==> src/hdl/assert_macros.svh <==
// Assertion macros used by the controller of the position stepper.
`ifndef ASSERT_MACROS_SVH
`define ASSERT_MACROS_SVH
`ifndef SYNTH
`define SVPS_ASSERT_RST(lbl, clk, rstn, prop) \
  lbl: assert property (@(posedge clk) disable iff (!rstn) prop) \
    else $error("assertion failed");
`define SVPS_ASSERT_ALWAYS(lbl, clk, prop) \
  lbl: assert property (@(posedge clk) prop) else $error("assertion failed");
`else
`define SVPS_ASSERT_RST(lbl, clk, rstn, prop)
`define SVPS_ASSERT_ALWAYS(lbl, clk, prop)
`endif
`endif

==> src/hdl/svps_pkg.sv <==
// Package with shared constants, codes and control structs of the position stepper.
package svps_pkg;

  localparam int VOICES_DEF    = 32;
  localparam int ADDR_BITS_DEF = 24;
  localparam int FRAC_BITS_DEF = 32;

  localparam logic [5:0] CIN_RESET = 6'd8;

  // Width of the signed working position and of the remainder dividend.
  localparam int SW = 36;
  localparam int DW = 34;

  typedef enum logic [1:0] {
    CMD_TRIGGER  = 2'd0,
    CMD_SET_STEP = 2'd1,
    CMD_ADVANCE  = 2'd2,
    CMD_STOP_ALL = 2'd3
  } svps_op_e;

  localparam logic [1:0] LOOP_NONE = 2'd0;
  localparam logic [1:0] LOOP_FWD  = 2'd1;

  typedef struct packed {
    logic capture;
    logic eval;
    logic classify;
    logic div_step;
    logic commit;
    logic load_out;
  } svps_ctl_t;

  typedef struct packed {
    logic need_div;
    logic div_done;
  } svps_sts_t;

endpackage

==> src/hdl/svps_ctrl.sv <==
// Controller state machine of the position stepper.
`include "assert_macros.svh"

module svps_ctrl
  import svps_pkg::*;
(
  input  logic      clk_i,
  input  logic      rst_ni,
  input  logic      in_valid_i,
  output logic      in_stall_o,
  output logic      out_valid_o,
  input  logic      out_stall_i,
  input  svps_sts_t sts_i,
  output svps_ctl_t ctl_o
);

  typedef enum logic [5:0] {
    S_IDLE   = 6'b000001,
    S_EVAL   = 6'b000010,
    S_CLASS  = 6'b000100,
    S_DIV    = 6'b001000,
    S_COMMIT = 6'b010000,
    S_RESULT = 6'b100000
  } state_e;

  state_e state_q, state_d;
  logic   out_valid_q, out_valid_d;
  logic   out_free;

  assign out_free    = !out_valid_q || !out_stall_i;
  assign in_stall_o  = (state_q != S_IDLE);
  assign out_valid_o = out_valid_q;

  always_comb begin
    state_d = state_q;
    ctl_o   = '0;
    unique case (state_q)
      S_IDLE: begin
        if (in_valid_i) begin
          ctl_o.capture = 1'b1;
          state_d       = S_EVAL;
        end
      end
      S_EVAL: begin
        ctl_o.eval = 1'b1;
        state_d    = S_CLASS;
      end
      S_CLASS: begin
        ctl_o.classify = 1'b1;
        state_d        = sts_i.need_div ? S_DIV : S_COMMIT;
      end
      S_DIV: begin
        ctl_o.div_step = 1'b1;
        if (sts_i.div_done) begin
          state_d = S_COMMIT;
        end
      end
      S_COMMIT: begin
        ctl_o.commit = 1'b1;
        state_d      = S_RESULT;
      end
      S_RESULT: begin
        if (out_free) begin
          ctl_o.load_out = 1'b1;
          state_d        = S_IDLE;
        end
      end
      default: state_d = S_IDLE;
    endcase
  end

  always_comb begin
    out_valid_d = out_valid_q;
    if (!out_stall_i) begin
      out_valid_d = 1'b0;
    end
    if (ctl_o.load_out) begin
      out_valid_d = 1'b1;
    end
  end

  always_ff @(posedge clk_i or negedge rst_ni) begin
    if (!rst_ni) begin
      state_q     <= S_IDLE;
      out_valid_q <= 1'b0;
    end else begin
      state_q     <= state_d;
      out_valid_q <= out_valid_d;
    end
  end

  `SVPS_ASSERT_RST(a_accept_to_eval, clk_i, rst_ni,
    (in_valid_i && !in_stall_o) |=> (state_q == S_EVAL))
  `SVPS_ASSERT_RST(a_div_done_to_commit, clk_i, rst_ni,
    (state_q == S_DIV && sts_i.div_done) |=> (state_q == S_COMMIT))
  `SVPS_ASSERT_RST(a_out_rise_after_result, clk_i, rst_ni,
    $rose(out_valid_q) |-> $past(state_q == S_RESULT))

endmodule

==> config.mk <==
export PLATFORM = sky130hd
export DESIGN_NAME = svps_ctrl
export DESIGN_NICKNAME = d
export VERILOG_FILES = /design/src/hdl/svps_pkg.sv /design/src/hdl/svps_ctrl.sv
export VERILOG_INCLUDE_DIRS = /design/src /design/src/hdl
export SDC_FILE = /design/constraint.sdc
export NUM_CORES = 1
export LEC_CHECK = 0
export BUFFER_PORTS_ARGS = -buffer_cell sky130_fd_sc_hd__buf_2
export CAP_MARGIN = 30
export CORE_AREA = 2 2 39 41
export CTS_CLUSTER_SIZE = 40
export DETAILED_ROUTE_END_ITERATION = 16
export DIE_AREA = 0 0 41 43
export PLACE_DENSITY_LB_ADDON = 0.05
export SYNTH_ARGS = -nofsm -noshare
export SYNTH_HDL_FRONTEND = slang
export SYNTH_SLANG_ARGS = --single-unit
export TNS_END_PERCENT = 5
==> constraint.sdc <==
create_clock -name clk_i -period 3.3 [get_ports clk_i]
set_input_delay 0.99 -clock clk_i [delete_from_list [all_inputs] [get_ports clk_i]]
set_output_delay 0.99 -clock clk_i [all_outputs]
set_load 0.05 [all_outputs]
==> flow_summary.json <==
{
  "startpoint_type": "register",
  "cts_hold_buf": 0,
  "cts_setup_buffers": 0,
  "period_minus_slack_ps": 2690,
  "grt_start_max_net_pins": 10,
  "via_per_inst": 4.98,
  "placed_cell_area_um2": 505,
  "slew_viol_final": 0,
  "cp-startpoint": "state_q[4]",
  "min_from": "out_valid_o",
  "end_kind": "primary output",
  "finalSetupViolCount": 0,
  "port_buffers": 13,
  "yosys-top-cells-area": "dfrtp_1 (35%), nor2_1 (9.6%), dfstp_2 (6.1%)",
  "drc_errors": 0,
  "required_ps": 2310,
  "ys_ff_latch": 7,
  "arrival_ps": 1700,
  "irDropWorstVdd_v": 0.000426,
  "drt_pre_antenna_iters": 4,
  "fin_skew_ps": 4.26,
  "dp.final_hpwl_um": 711,
  "yosys.area.top_type": "dfrtp_1",
  "reg2reg_from": "state_q[0]",
  "antenna_found_initial": 0,
  "p_seq_share_pct": 31.2,
  "multi_input_area_um2": 233,
  "critPathMaxFanout": 9,
  "diodes": 0,
  "grt-ovfl-total": 0,
  "ys.warnings.count": 0,
  "async_flop_share_pct": 100,
  "syn_nets": 55,
  "comb_power_share_pct": 50.8,
  "synth_cells": 49,
  "seq_area_frac_synth_pct": 41.2,
  "p_int_mw": 0.224,
  "finish.utilization_pct": 38.4,
  "tightest_slew_ps": 368,
  "grt_pass1_vias": 368,
  "relSlewSlack_pct": 75.2,
  "core_mm2": 0.00138,
  "grt_setup_unrepaired": "false",
  "synth_cell_types": 19,
  "cts.sinks": 7,
  "regArea_um2": 176,
  "drive_gt1_share_pct": 33.8,
  "ant_nets": 0,
  "syn_avg_cell_area_um2": 8.73,
  "switching_power_mw": 0.197,
  "p_clk_share_pct": 18.0,
  "cts_tree": "built",
  "cts_buffer_depth": 2,
  "totalWireLength_um": 919,
  "finalHoldViolations": 0,
  "path_cells": "nor4_1, nand3b_1, nor2_1, buf_2",
  "clk_pin_slew_worst_paths_ps": 50,
  "fill_cells": 153,
  "gp_congestion": 0.693,
  "fmax_mhz": 372,
  "power_density_mw_per_mm2": 791,
  "vias": 403,
  "die_w_um": 41,
  "hold_path_class": "reg -> reg",
  "slowest_stage": "dfrtp_1",
  "ys.flop_type": "dfrtp_1",
  "fin_area_um2": 532,
  "switching_share_pct": 46.7,
  "initial_core_util_pct": 30.9,
  "routedWlPerCell_um": 11.3,
  "netlist_area_um2": 428,
  "synth_top_area_share_pct": 35.1,
  "dr.first_iter.drc_count": 6,
  "clock_latency_ps": 250,
  "ctsResizeCount": 0,
  "p_leak_nw": 0.264,
  "fp.dieArea_mm2": 0.00176,
  "min_period_over_period_pct": 81.5,
  "io_pins": 14,
  "max_cap_viol_count": 0,
  "status": "completed",
  "critPathKind": "reg -> out",
  "grt_use_total_pct": 13.0,
  "root_buffer": "clkbuf_4",
  "critPathMaxStageDelay_ps": 460,
  "syn_to_final_growth_pct": 24.3,
  "die_y_um": 43,
  "fin_setup_tns_ps": 0,
  "nNetsFinal": 72,
  "synth-edff-count": 0,
  "cts_made_buffers": 3,
  "rows": 14,
  "grt_pass1_wl_um": 1520,
  "h-tree-depth": 1
}
logic make-up (layout without fill, tap and decap cells):
family / Yosys count / count (layout) / synth area share, %
AOI/OAI and AO/OA: 9 / 9 / 16.7
buffers and inverters: 4 / 20 / 4.39
DFF: 7 / 7 / 41.2
and+or+nand+nor: 29 / 29 / 37.7
cell usage after synthesis (2+ instances only):
| library cell | n |
|---|---|
| a21oi_1 | 3 |
| and3b_2 | 2 |
| dfrtp_1 | 6 |
| inv_1 | 3 |
| nand2_1 | 5 |
| nand2b_1 | 3 |
| nand3b_1 | 2 |
| nand4b_1 | 3 |
| nor2_1 | 11 |
| o22a_1 | 2 |
placed cells by master, fill, tap and decap left out, types with 2 or more instances in the layout:
cell and instances:
nand4b_1 3, nand2b_1 3, dfrtp_1 6, nor2_1 11, a21oi_1 3, buf_2 13
o22a_1 2, inv_1 3, nand3b_1 2, and3b_2 2, nand2_1 5, clkbuf_4 3
final cells by class:
class	instances	area share, %
multi-input cells	38	43.8
flip-flops and latches	7	33.2
repair buffers	13	12.2
clock buffers	4	4.94
well taps	16	3.76
inverters	3	2.12
power by group through the flow:
stage                     Sequential [mW]  Clock [mW]  Combinational, mW
after global placement              0.133           0              0.216
after global routing                0.137      0.0891              0.231
final                               0.131      0.0758              0.214
after CTS                           0.131      0.0808              0.217
after detailed placement            0.132           0              0.216
after floorplan                     0.127           0              0.176
worst paths after layout:
| path | cells past startpoint | slack [ps] | end |
|---|---|---|---|
| worst max-delay path | 4 | 610 | ctl_o[5] |
| worst min-delay path | 2 | 560 | out_valid_o |
| worst max register to register | 4 | 1940 | state_q[0] |
| worst min register to register | 2 | 560 | out_valid_o |
| max in group asynchronous | 1 | 2500 | state_q[0] |
| min in group asynchronous | 1 | 570 | state_q[5] |
sequential cells by signal, summed over array words and instances, names as in the netlist:
register,cells
state_q,6
out_valid_o,1
per-stage QoR:
step           hold WS (ps)  power, mW  setup WS, ps  std cells
2_1_floorplan           578      0.303           184         49
3_3_place_gp            547      0.348           803         77
3_5_place_dp            558      0.348           798         77
4_1_cts                 566      0.428           574         81
5_1_grt                 553      0.457           447         81
6_report                560      0.421           610         81
critical path: cells and delay by family (launching register included):
| family | cells | cell delay, ps |
|---|---|---|
| simple gates | 3 | 730 |
| flops | 1 | 460 |
| buf+inv | 1 | 260 |
routing by layer:
layer / part of all wire [%] / GRT usage, %
met1: 45 / 16.8
met2: 48 / 18.8
met3: 7.1 / 7.85
met4: 0 / 2.00
met5: 0 / 0
No activity file was read; power rests on OpenSTA's default activity.
